### config.mk
export PLATFORM = sky130hd
export DESIGN_NAME = gzip_member_header_parser
export DESIGN_NICKNAME = d
export VERILOG_FILES = /design/src/sv/gzhp_pkg.sv /design/src/sv/gzhp_step.sv /design/src/sv/gzip_member_header_parser.sv
export SDC_FILE = /design/constraint.sdc
export NUM_CORES = 1
export LEC_CHECK = 0
export BUFFER_PORTS_ARGS = -buffer_cell sky130_fd_sc_hd__buf_2
export CORE_MARGIN = 2
export CORE_UTILIZATION = 35
export CTS_CLUSTER_SIZE = 14
export DETAILED_ROUTE_END_ITERATION = 10
export PLACE_DENSITY = 0.5
export SLEW_MARGIN = 15
export SYNTH_ARGS = -nofsm -noshare
export SYNTH_HDL_FRONTEND = slang
export SYNTH_SLANG_ARGS = --single-unit
### constraint.sdc
create_clock -name clk -period 8.2 [get_ports clk]
set_input_delay 0.82 -clock clk [delete_from_list [all_inputs] [get_ports clk]]
set_output_delay 0.82 -clock clk [all_outputs]
set_load 0.02 [all_outputs]
### src/sv/gzhp_pkg.sv
// ----------------------------------------------------------------------------
// gzhp_pkg
// Types and constants shared by the gzip member header parser modules.
// ----------------------------------------------------------------------------
package gzhp_pkg;

  typedef enum logic [3:0] {
    PH_MAGIC0  = 4'd0,
    PH_MAGIC1  = 4'd1,
    PH_METHOD  = 4'd2,
    PH_FLAGS   = 4'd3,
    PH_SKIP    = 4'd4,
    PH_XLO     = 4'd5,
    PH_XHI     = 4'd6,
    PH_XDATA   = 4'd7,
    PH_NAME    = 4'd8,
    PH_COMMENT = 4'd9,
    PH_HCRC    = 4'd10,
    PH_PAYLOAD = 4'd11,
    PH_STOPPED = 4'd12
  } phase_t;

  typedef enum logic [3:0] {
    ST_HDR     = 4'd0,
    ST_DONE    = 4'd1,
    ST_PAYLOAD = 4'd2,
    ST_NOTGZ   = 4'd3,
    ST_METHOD  = 4'd4,
    ST_GARBAGE = 4'd5,
    ST_TRUNC   = 4'd6,
    ST_STOPPED = 4'd7,
    ST_END     = 4'd8
  } status_t;

  typedef struct packed {
    phase_t      phase;
    logic [7:0]  flags;
    logic [15:0] skip_left;
    logic        member_seen;
  } parse_state_t;

  localparam logic [7:0] MAGIC0_BYTE   = 8'h1F;
  localparam logic [7:0] MAGIC1_BYTE   = 8'h8B;
  localparam logic [7:0] MAGIC1_OLD    = 8'h9E;
  localparam logic [7:0] METHOD_DEFL   = 8'h08;
  localparam int unsigned FLG_FHCRC    = 1;
  localparam int unsigned FLG_FEXTRA   = 2;
  localparam int unsigned FLG_FNAME    = 3;
  localparam int unsigned FLG_FCOMMENT = 4;
  localparam logic [15:0] FIXED_SKIP   = 16'd6;
  localparam logic [15:0] HCRC_LEN     = 16'd2;

endpackage

### src/sv/gzhp_step.sv
// ----------------------------------------------------------------------------
// gzhp_step
// Next-state and status logic for one stream byte of the header walk.
// ----------------------------------------------------------------------------
module gzhp_step
  import gzhp_pkg::*;
(
  input  parse_state_t cur,
  input  logic [7:0]   in_byte,
  input  logic         in_end,
  input  logic         in_restart,
  output parse_state_t nxt,
  output status_t      status,
  output logic [7:0]   payload
);

  phase_t       ph0;
  parse_state_t s;
  logic [15:0]  skip_dec;

  always_comb begin
    ph0      = in_restart ? PH_MAGIC0 : cur.phase;
    s        = cur;
    s.phase  = ph0;
    status   = ST_HDR;
    payload  = 8'd0;
    skip_dec = (cur.skip_left != 16'd0) ? cur.skip_left - 16'd1 : 16'd0;

    if (ph0 >= PH_STOPPED) begin
      s.phase = PH_STOPPED;
      status  = ST_STOPPED;
    end else if (in_end) begin
      status  = (ph0 == PH_MAGIC0 || ph0 == PH_PAYLOAD) ? ST_END : ST_TRUNC;
      s.phase = PH_STOPPED;
    end else if (ph0 == PH_PAYLOAD) begin
      status  = ST_PAYLOAD;
      payload = in_byte;
    end else begin
      case (ph0)
        PH_MAGIC0: begin
          if (in_byte != MAGIC0_BYTE) begin
            status  = cur.member_seen ? ST_GARBAGE : ST_NOTGZ;
            s.phase = PH_STOPPED;
          end else begin
            s.member_seen = 1'b1;
            s.flags       = 8'd0;
            s.phase       = PH_MAGIC1;
          end
        end
        PH_MAGIC1: begin
          if (!(in_byte inside {MAGIC1_BYTE, MAGIC1_OLD})) begin
            status  = ST_NOTGZ;
            s.phase = PH_STOPPED;
          end else begin
            s.phase = PH_METHOD;
          end
        end
        PH_METHOD: begin
          if (in_byte != METHOD_DEFL) begin
            status  = ST_METHOD;
            s.phase = PH_STOPPED;
          end else begin
            s.phase = PH_FLAGS;
          end
        end
        PH_FLAGS: begin
          s.flags     = in_byte;
          s.skip_left = FIXED_SKIP;
          s.phase     = PH_SKIP;
        end
        PH_SKIP: begin
          s.skip_left = skip_dec;
          if (skip_dec == 16'd0) s.phase = PH_XLO;
        end
        PH_XLO: begin
          s.skip_left = {8'd0, in_byte};
          s.phase     = PH_XHI;
        end
        PH_XHI: begin
          s.skip_left = {in_byte, cur.skip_left[7:0]};
          s.phase     = PH_XDATA;
        end
        PH_XDATA: s.skip_left = skip_dec;
        PH_NAME: begin
          if (in_byte == 8'd0) s.phase = PH_COMMENT;
        end
        PH_COMMENT: begin
          if (in_byte == 8'd0) begin
            s.phase     = PH_HCRC;
            s.skip_left = cur.flags[FLG_FHCRC] ? HCRC_LEN : 16'd0;
          end
        end
        PH_HCRC: s.skip_left = skip_dec;
        default: s.phase = PH_STOPPED;
      endcase

      // pass over optional parts that are absent or already used up
      if ((s.phase == PH_XLO && !s.flags[FLG_FEXTRA]) ||
          (s.phase == PH_XDATA && s.skip_left == 16'd0)) begin
        s.phase = PH_NAME;
      end
      if (s.phase == PH_NAME && !s.flags[FLG_FNAME]) s.phase = PH_COMMENT;
      if (s.phase == PH_COMMENT && !s.flags[FLG_FCOMMENT]) begin
        s.phase     = PH_HCRC;
        s.skip_left = s.flags[FLG_FHCRC] ? HCRC_LEN : 16'd0;
      end
      if (s.phase == PH_HCRC && s.skip_left == 16'd0) s.phase = PH_PAYLOAD;

      if (status == ST_HDR && s.phase == PH_PAYLOAD) status = ST_DONE;
    end
    nxt = s;
  end

endmodule

### src/sv/gzip_member_header_parser.sv
// ----------------------------------------------------------------------------
// gzip_member_header_parser
// Walks gzip member headers one byte per item and tags every byte.
// ----------------------------------------------------------------------------
// Usage:
//   in_ channel: one stream byte per item, with end_mark (input has ended)
//   and restart (go back to the first magic byte for the next member).
//   out_ channel: one item per input item: status, payload_byte (the byte
//   itself when status is payload, else zero) and header_flags (the flag
//   byte of the current header).
//   An accepted item's result is registered and is on out_ in the cycle
//   after it is accepted. Throughput is one item per cycle while out_ is not
//   stalled, set by the single state update and the one result register.
//   in_ready stays high while the result register is empty or being taken,
//   so a stalled receiver holds at most one result and then back-pressures
//   the input.
//   After reset the parser expects a first magic byte, the flags read zero
//   and no member has been seen yet. Once stopped, every item without
//   restart reports stopped.
// ----------------------------------------------------------------------------
module gzip_member_header_parser
  import gzhp_pkg::*;
(
  input  logic       clk,
  input  logic       rst_n,
  input  logic       in_valid,
  output logic       in_ready,
  input  logic [7:0] in_data_byte,
  input  logic       in_end_mark,
  input  logic       in_restart,
  output logic       out_valid,
  input  logic       out_ready,
  output logic [3:0] out_status,
  output logic [7:0] out_payload_byte,
  output logic [7:0] out_header_flags
);

  parse_state_t state_r;
  parse_state_t state_nxt;
  status_t      status_nxt;
  status_t      status_r;
  logic [7:0]   payload_nxt;
  logic [7:0]   payload_r;
  logic [7:0]   flags_r;
  logic         out_valid_r;
  logic         accept;

  assign in_ready = !out_valid_r || out_ready;
  assign accept   = in_valid && in_ready;

  gzhp_step u_step (
    .cur        (state_r),
    .in_byte    (in_data_byte),
    .in_end     (in_end_mark),
    .in_restart (in_restart),
    .nxt        (state_nxt),
    .status     (status_nxt),
    .payload    (payload_nxt)
  );

  always_ff @(posedge clk) begin
    if (!rst_n) begin
      state_r.phase       <= PH_MAGIC0;
      state_r.flags       <= 8'd0;
      state_r.skip_left   <= 16'd0;
      state_r.member_seen <= 1'b0;
      out_valid_r         <= 1'b0;
    end else begin
      if (accept) begin
        state_r     <= state_nxt;
        out_valid_r <= 1'b1;
      end else if (out_ready) begin
        out_valid_r <= 1'b0;
      end
    end
  end

  always_ff @(posedge clk) begin
    if (accept) begin
      status_r  <= status_nxt;
      payload_r <= payload_nxt;
      flags_r   <= state_nxt.flags;
    end
  end

  assign out_valid        = out_valid_r;
  assign out_status       = status_r;
  assign out_payload_byte = payload_r;
  assign out_header_flags = flags_r;

  a_payload_zero: assert property (@(posedge clk) disable iff (!rst_n)
    out_valid_r && status_r != ST_PAYLOAD |-> payload_r == 8'd0)
    else $error("payload byte set on a non-payload item");

  a_done_enters_payload: assert property (@(posedge clk) disable iff (!rst_n)
    out_valid_r && status_r == ST_DONE |-> state_r.phase == PH_PAYLOAD)
    else $error("header done without entering payload");

  a_stopped_sticks: assert property (@(posedge clk) disable iff (!rst_n)
    accept && state_r.phase == PH_STOPPED && !in_restart
    |=> status_r == ST_STOPPED && state_r.phase == PH_STOPPED)
    else $error("stopped parser did not stay stopped");

  a_member_seen_kept: assert property (@(posedge clk)
    $fell(state_r.member_seen) |-> $past(!rst_n))
    else $error("member_seen cleared outside reset");

endmodule
==> results of run 1 <==
registers in the layout, indices dropped and copies added, names as in the netlist:
signal	cells
state_r	29
out_payload_byte	8
out_header_flags	8
out_valid	1
out_status	4
metrics by stage:
stage	total power [mW]	setup slack (ps)	area (µm²)	util [%]
finish	0.533	4020	3990	38.7
global route	0.555	3810	3990	38.7
CTS	0.539	4070	3990	38.7
detailed placement	0.358	4080	3880	37.6
global placement	0.358	4050	3880	37.6
floorplan	0.333	4690	3710	-
cells in the mapped netlist (5+ instances only):
master / number
o21ai_1: 6
inv_1: 13
nor2b_1: 8
nor3_1: 14
o31ai_1: 7
clkbuf_1: 15
and3_1: 5
nand4_1: 6
a22o_1: 9
and2_1: 21
nand2b_1: 6
nor4_1: 10
nor2_1: 25
edfxtp_1: 20
a32oi_1: 5
buf_6: 5
a21oi_1: 21
nand3_1: 18
dfxtp_1: 30
o21ai_0: 22
nand2_1: 73
buf_2: 10
a21boi_0: 11
tightest hold or removal path: stages (launching register included):
cell and delay [ps]:
dfxtp_1 320, nand2_1 50, a21boi_0 60
power by group through the flow:
stage          clock network (mW)  logic, mW  registers [mW]
6_report                    0.181     0.0804           0.272
5_1_grt                     0.194     0.0877           0.273
3_5_place_dp                    0     0.0801           0.278
2_1_floorplan                   0     0.0519           0.281
4_1_cts                     0.187     0.0804           0.272
3_3_place_gp                    0     0.0806           0.278
routing by layer:
metal  vias up  global-route usage [%]  routed length, µm
met5         -                       0                  0
met3        25                    3.34                827
met2       173                    33.1               5270
met4         0                    6.77                224
met1      1694                    26.6               4940
li1       1709                       -                  -
final timing paths:
| path | endpoint | depth (start not counted) | start | slack (ps) |
|---|---|---|---|---|
| max | out_status[0]$_SDFFCE_PP1P_ | 11 | state_r[27]$_SDFFE_PN0P_ | 4020 |
| min | state_r[23]$_SDFFE_PN0P_ | 2 | state_r[23]$_SDFFE_PN0P_ | 470 |
| max reg2reg | out_status[0]$_SDFFCE_PP1P_ | 11 | state_r[27]$_SDFFE_PN0P_ | 4020 |
| min reg2reg | state_r[23]$_SDFFE_PN0P_ | 2 | state_r[23]$_SDFFE_PN0P_ | 470 |
cell families (layout without fill, tap and decap cells):
family,count (synthesis),count (layout),synth area share (%)
xor+xnor,5,5,1.18
mux,1,1,0.270
simple gates,218,218,33.4
fa+ha+maj,1,1,0.338
compound gates,132,132,26.3
flops,50,50,32.4
buf+inv,46,57,6.11
layout make-up:
type,instances,area (µm²)
clock buffer,6,72.6
clock inverter,2,37.5
fill,1062,6330
inverter,13,48.8
multi-input combinational,357,2280
sequential,50,1200
tap,136,170
timing repair buffer,36,183
==> results_dict.tcl, run 1 <==
set metrics [dict create \
    finalCritPeriodShare_pct 51.0 \
    ys_seq_elements 50 \
    post_cts_buffers 0 \
    dp_cells 592 \
    syn-num-nets 468 \
    nets 478 \
    yosys-top-cells-area "dfxtp_1, edfxtp_1, nand2_1" \
    crit_fanout 23 \
    io_pins 36 \
    tritoncts "yes" \
    dp_hpwl_um 8120 \
    antenna_found_initial 0 \
    first_pass_iters 7 \
    wirelength_um 11300 \
    worstSetupEndpointType "flop" \
    vias 3601 \
    path_delay_family "compound AO/OA/AOI/OAI gates" \
    drt_iter0_markers 274 \
    yosysSeqAreaShare_pct 32.4 \
    avgSynthCellArea_um2 8.18 \
    die_height_um 107 \
    synth_area_leader_cell "dfxtp_1" \
    mostFrequentLayoutCells "nand2_1, buf_2, dfxtp_1" \
    cts.sinks 50 \
    synth_cell_types 79 \
    ir_drop_mv 0.0644 \
    drive_gt1_share_pct 15.7 \
    swShare_pct 28.4 \
    p_int_mw 0.382 \
    rsz0062_at_grt "false" \
    diodes 0 \
    area_growth_pct 7.70 \
    place.gp.congestion 0.894 \
    wl_per_cell_um 18.8 \
    power.net_switching_mw 0.152 \
    synthArstFlopShare_pct 0 \
    cts_buffers 5 \
    clock.fmax_mhz 239 \
    cts_resized 0 \
    min-delay-path-class "flop to flop" \
    worst_ep_arrival_time_ps 4250 \
    hold_ws_ps 472 \
    antenna_left 0 \
    track_usage_pct 20.1 \
    p_leak_nw 1.43 \
    via_per_inst 6.00 \
    postSynthCellCount 453 \
    finalSetupTns_ps 0 \
    cts_htree_levels 2 \
    rows 37 \
    final_common_cell "nand2_1" \
    slew_violations 0 \
    max_slew_margin_pct 43.4 \
    synth_edf_count 20 \
    finalHoldViolations 0 \
    combPwrFrac_pct 15.1 \
    critPathBufInv 0 \
    power_frac_seq_pct 51.0 \
    maxCapViolCount 0 \
    crit_required_ps 8260 \
    synthFlopType "dfxtp_1" \
    first_global_vias 3342 \
    numPortBuffers 35 \
    cpMaxStageDelayCell "dfxtp_1" \
    placeableCoreArea_mm2 0.0103 \
    yosys_warnings 0 \
    grt_pass1_wl_um 18000 \
    drc 0 \
    p_clk_share_pct 33.9 \
    synth_top_area_share_pct 16.2 \
    die_w_um 107 \
    crit_type "flop to flop" \
    power_density_mw_per_mm2 134 \
    fin_cells 600 \
    cts_root_buf "clkbuf_8" \
    syn-cell-area_mm2 0.00371 \
    worst_slew_pin_slew_ps 847 \
    die_area_mm2 0.0114 \
    setup_violations 0 \
    fin_crit_ps 4180 \
    clk_pin_slew_ps 100 \
    start_kind "flop" \
    clock_path_buffers 2 \
    status "completed" \
    crit_chain "or4b_1 -> a31oi_2 -> nand2_2 -> o21ai_0 -> a211oi_2 -> and4_4 -> and3_4 -> o221ai_2 -> o31ai_4 -> a211oi_2 -> o21ai_1" \
    ctsHoldBuffers 0 \
    start_util_pct 35.9 \
    clk_latency_ps 310 \
    max_stage_delay_ps 790 \
    grt_max_degree 34 \
    grt_overflow_total 0 \
    clock_skew_ps 7.66 \
    cp_common_cell "a211oi_2" \
]
No activity file was read; power rests on OpenSTA's default activity.
==> run 2, diff against run 1 <==
Settings changed: PLACE_DENSITY 0.5 to 0.52.
Clock period 8.2 ns to 3.4 ns, I/O delays scaled along.
==> run 2 against run 1 <==
Via count increased by 4.5%. Die area unchanged. Count of clock-buffer cells in the layout did not move. Critical endpoint unchanged. Largest cell class unchanged.
==> results_dict.tcl, run 2 (synthesis results as in run 1) <==
set metrics [dict create \
    drc 0 \
    first_global_vias 3615 \
    cts_buffers 5 \
    largest_reg_flops 29 \
    vias 3763 \
    post_cts_buffers 0 \
    fin_crit_ps 3260 \
    cts_root_buf "clkbuf_8" \
    clock.fmax_mhz 307 \
    first_pass_iters 5 \
    nFillCells 1035 \
    maxCapViolCount 0 \
    combPwrFrac_pct 18.9 \
    min-delay-path-class "input pin to flop" \
    slew_violations 0 \
    crit_fanout 7 \
    setup_violations 0 \
    cts_htree_levels 2 \
    multiInputGateArea_mm2 0.00235 \
    grt_overflow_total 0 \
    dp_hpwl_um 9240 \
    regArea_mm2 0.00120 \
    final_common_cell "nand2_1" \
    mostFrequentLayoutCells "nand2_1, buf_4, buf_2" \
    status "completed" \
    antenna_found_initial 0 \
    wirelength_um 12200 \
    swShare_pct 27.8 \
    antenna_left 0 \
    placeableCoreArea_mm2 0.0103 \
    ir_drop_mv 0.156 \
    ctsHoldBuffers 0 \
    regMostFlops "state_r" \
    nets 539 \
    start_kind "flop" \
    clock_path_buffers 2 \
    grt_pass1_wl_um 19500 \
    power.net_switching_mw 0.368 \
    power_density_mw_per_mm2 292 \
    max_slew_margin_pct 43.5 \
    diodes 0 \
    cts.sinks 50 \
    final_core_util_pct 43.8 \
    tritoncts "yes" \
    wl_per_cell_um 18.5 \
    area_growth_pct 22.1 \
    clk_latency_ps 310 \
    p_total_mw 1.32 \
    p_clk_share_pct 32.1 \
    grt_max_degree 34 \
    worst_ep_arrival_time_ps 3320 \
    die_height_um 107 \
    via_per_inst 5.69 \
    p_leak_nw 1.75 \
    start_util_pct 35.9 \
    track_usage_pct 22.0 \
    crit_type "flop to flop" \
    die_w_um 107 \
    numPortBuffers 35 \
    worst_slew_pin_slew_ps 841 \
    io_pins 36 \
    worstSetupEndpointType "flop" \
    finalHoldViolations 0 \
    drt_iter0_markers 297 \
    clk_pin_slew_ps 100 \
    die_area_mm2 0.0114 \
    drive_gt1_share_pct 28.6 \
    place.gp.congestion 0.944 \
    crit_required_ps 3460 \
    p_int_mw 0.954 \
    rows 37 \
    power_frac_seq_pct 49.0 \
    finalCritPeriodShare_pct 95.8 \
    clock_skew_ps 12.1 \
]
run 2: final timing paths:
check	cells past startpoint	start	slack, ps	end
min	3	in_valid	290	out_valid$_SDFFE_PN0P_
max	12	state_r[25]$_SDFFE_PN0P_	140	out_status[0]$_SDFFCE_PP1P_
min reg2reg	2	state_r[24]$_SDFFE_PN0P_	470	state_r[24]$_SDFFE_PN0P_
max reg2reg	12	state_r[25]$_SDFFE_PN0P_	140	out_status[0]$_SDFFCE_PP1P_
run 2: cell type report:
class	count	area share, %
inverter	13	1.08
clock buffer	6	1.60
tap	136	3.76
multi-input combinational	357	52.0
timing repair buffer	97	14.2
clock inverter	2	0.829
sequential	50	26.6
run 2: per-stage QoR:
step	TNS, ps	area (µm²)	setup WS [ps]	std cells	hold WS (ps)
after floorplan	0	3710	189	453	444
after global placement	-47.4	4340	-47.4	653	452
after detailed placement	0	4340	50.8	653	462
after CTS	0	4450	30.9	661	281
after global routing	-8.18	4530	-8.18	661	295
final	0	4530	141	661	287
run 2: timing repair:
action	CTS	global route
resized for setup	0	21
setup endpoints to repair	0	20
endpoints found under the hold margin	0	0
run 2: power by group through the flow:
stage          clock network [mW]  registers, mW  logic (mW)
6_report                    0.425          0.647       0.250
2_1_floorplan                   0          0.677       0.125
5_1_grt                     0.457          0.650       0.271
3_3_place_gp                    0          0.661       0.244
4_1_cts                     0.440          0.647       0.244
3_5_place_dp                    0          0.661       0.243
run 2: worst max-delay path, stage by stage (launching register included):
cell       delay, ps
dfxtp_1          390
nand4bb_1        240
buf_4            170
o2111a_1         210
o31a_1           330
a311o_1          340
a211oi_2         240
and4_4           270
a21oi_2           80
o221a_4          300
and3_4           160
a211oi_2         190
o21ai_1           70
run 2: layer usage:
metal / track usage, % / share of wire, % / vias up
li1: - / - / 1828
met3: 3.28 / 5.3 / 29
met4: 8.16 / 2.7 / 0
met1: 27.6 / 44 / 1776
met5: 0 / 0 / -
met2: 38.0 / 48 / 130
==> run 3, diff against run 2 <==
Settings changed: PLACE_DENSITY 0.52 to unset.
==> run 3 against run 2 <==
Maximum frequency rose by 0.28%. Routed wire length fell by 1.2%. Worst hold slack worse by 4.8 ps. Sequential power hardly changed. Sequential cell count unchanged. Global-route usage shrank 0.50 points. First-iteration DRC count fell by 3.7%. Sequential share of layout area decreased by 0.20 points. Register-to-register slack hardly changed. Cell area is 0.97% higher. Count of clock-buffer cells in the layout fell by 1. Critical endpoint is now state_r[25]$_SDFFE_PN0P_. Largest power group unchanged.
==> results_dict.tcl, run 3 (synthesis results as in run 1) <==
set metrics [dict create \
    status "completed" \
    ir_drop_mv 0.181 \
    dp_hpwl_um 9010 \
    die_area_mm2 0.0114 \
    die_height_um 107 \
    ctsHoldBuffers 0 \
    post_cts_buffers 0 \
    power.net_switching_mw 0.396 \
    clock_path_buffers 2 \
    regMostFlops "state_r" \
    clk_latency_ps 310 \
    final_core_util_pct 44.3 \
    power_frac_seq_pct 47.8 \
    vias 3852 \
    die_w_um 107 \
    finalSetupTns_ps 0 \
    cts_buffers 5 \
    via_per_inst 5.80 \
    maxCapViolCount 0 \
    wirelength_um 12100 \
    rsz0062_at_grt "false" \
    power_density_mw_per_mm2 296 \
    max_stage_delay_ps 510 \
    p_int_mw 0.959 \
    worst_slew_pin_slew_ps 810 \
    wl_per_cell_um 18.2 \
    drc 0 \
    cts.sinks 50 \
    antenna_left 0 \
    nets 542 \
    max_slew_margin_pct 45.9 \
    worstSetupEndpointType "flop" \
    grt_overflow_total 0 \
    start_util_pct 35.9 \
    combPwrFrac_pct 18.6 \
    swShare_pct 29.3 \
    hold_ws_ps 282 \
    diodes 0 \
    fin_crit_ps 3250 \
    drt_iter0_markers 286 \
    p_leak_nw 1.78 \
    final_common_cell "nand2_1" \
    finalHoldViolations 0 \
    tritoncts "yes" \
    grt_max_degree 34 \
    setup_violations 0 \
    cts_root_buf "clkbuf_8" \
    rows 37 \
    first_global_vias 3646 \
    fin_cells 664 \
    crit_required_ps 3620 \
    cpMaxStageDelayCell "or4b_4" \
    io_pins 36 \
    clock_skew_ps 9.17 \
    first_pass_iters 5 \
    cts_htree_levels 2 \
    finalCritPeriodShare_pct 95.6 \
    cp_common_cell "a21oi_2" \
    worst_ep_arrival_time_ps 3470 \
    antenna_found_initial 0 \
    area_growth_pct 23.3 \
    clock.fmax_mhz 308 \
    min-delay-path-class "input pin to flop" \
    p_clk_share_pct 33.6 \
    place.gp.congestion 0.923 \
    dp_cells 656 \
    crit_type "flop to flop" \
    start_kind "flop" \
    placeableCoreArea_mm2 0.0103 \
    drive_gt1_share_pct 29.4 \
    slew_violations 0 \
    largest_reg_flops 29 \
    crit_fanout 7 \
    crit_chain "inv_2 -> ha_4 -> or4b_4 -> a311o_1 -> o21a_1 -> o21ai_1 -> nor4_2 -> and4_4 -> a21oi_2 -> o221a_4 -> and3_4 -> buf_4 -> a21oi_2 -> o211ai_2" \
    clk_pin_slew_ps 100 \
    grt_pass1_wl_um 19300 \
    mostFrequentLayoutCells "nand2_1, buf_4, buf_2" \
    track_usage_pct 21.5 \
    numPortBuffers 35 \
]
==> run 3: cell count changes in the layout (fill, tap and decap cells not counted), sizes merged <==
cell / change
buf: +3
clkbuf: -1
inv: +1
==> run 3: final cells by class <==
| type | count | area [µm²] |
|---|---|---|
| Fill cell | 979 | 5750 |
| Multi-Input combinational cell | 357 | 2360 |
| Sequential cell | 50 | 1210 |
| Timing Repair Buffer | 100 | 663 |
| Tap cell | 136 | 170 |
| Clock buffer | 5 | 68.8 |
| Clock inverter | 3 | 48.8 |
| Inverter | 13 | 48.8 |
==> run 3: worst paths after layout <==
path                                          startpoint                       end  slack [ps]  cells past startpoint
worst min register to register  state_r[17]$_SDFFE_PN0P_  state_r[17]$_SDFFE_PN0P_         480                      2
worst min-delay path                            in_valid    out_valid$_SDFFE_PN0P_         280                      3
worst max-delay path             state_r[1]$_SDFFE_PN0P_  state_r[25]$_SDFFE_PN0P_         150                     14
worst max register to register   state_r[1]$_SDFFE_PN0P_  state_r[25]$_SDFFE_PN0P_         150                     14
==> run 3: repair_timing <==
action,4_1_cts,5_1_grt
pin swaps,0,5
endpoints found under the setup margin,5,20
resized for setup,5,20
==> run 3: per-layer routing <==
metal	share of wire (%)	vias to the layer above	wire length (µm)	track usage, %
li1	-	1839	-	-
met1	44	1818	5320	28.6
met2	47	172	5610	36.2
met3	7.1	23	853	3.34
met4	2.2	0	268	5.66
met5	0	-	0	0
==> run 3: worst max-delay path, delay by kind of cell (launching register included) <==
| kind | cells | cell delay [ps] |
|---|---|---|
| flip-flops | 1 | 370 |
| buffers and inverters | 2 | 200 |
| AO/OA/AOI/OAI | 7 | 1460 |
| AND/OR/NAND/NOR | 4 | 960 |
| adder cells (fa/ha/maj) | 1 | 170 |
==> run 3: per-stage QoR <==
stage                     cell area [µm²]  setup WS (ps)  total power [mW]
final                                4570            150              1.35
after global routing                 4570           7.28              1.41
after CTS                            4490           2.72              1.36
after detailed placement             4360           -257             0.903
after global placement               4360           -351             0.902
after floorplan                      3710            189             0.802
==> run 3: power by group through the flow <==
stage          logic [mW]  registers [mW]  clock network, mW
2_1_floorplan       0.125           0.677                  0
3_3_place_gp        0.242           0.660                  0
3_5_place_dp        0.241           0.662                  0
4_1_cts             0.244           0.648              0.470
5_1_grt             0.271           0.651              0.487
6_report            0.252           0.648              0.455
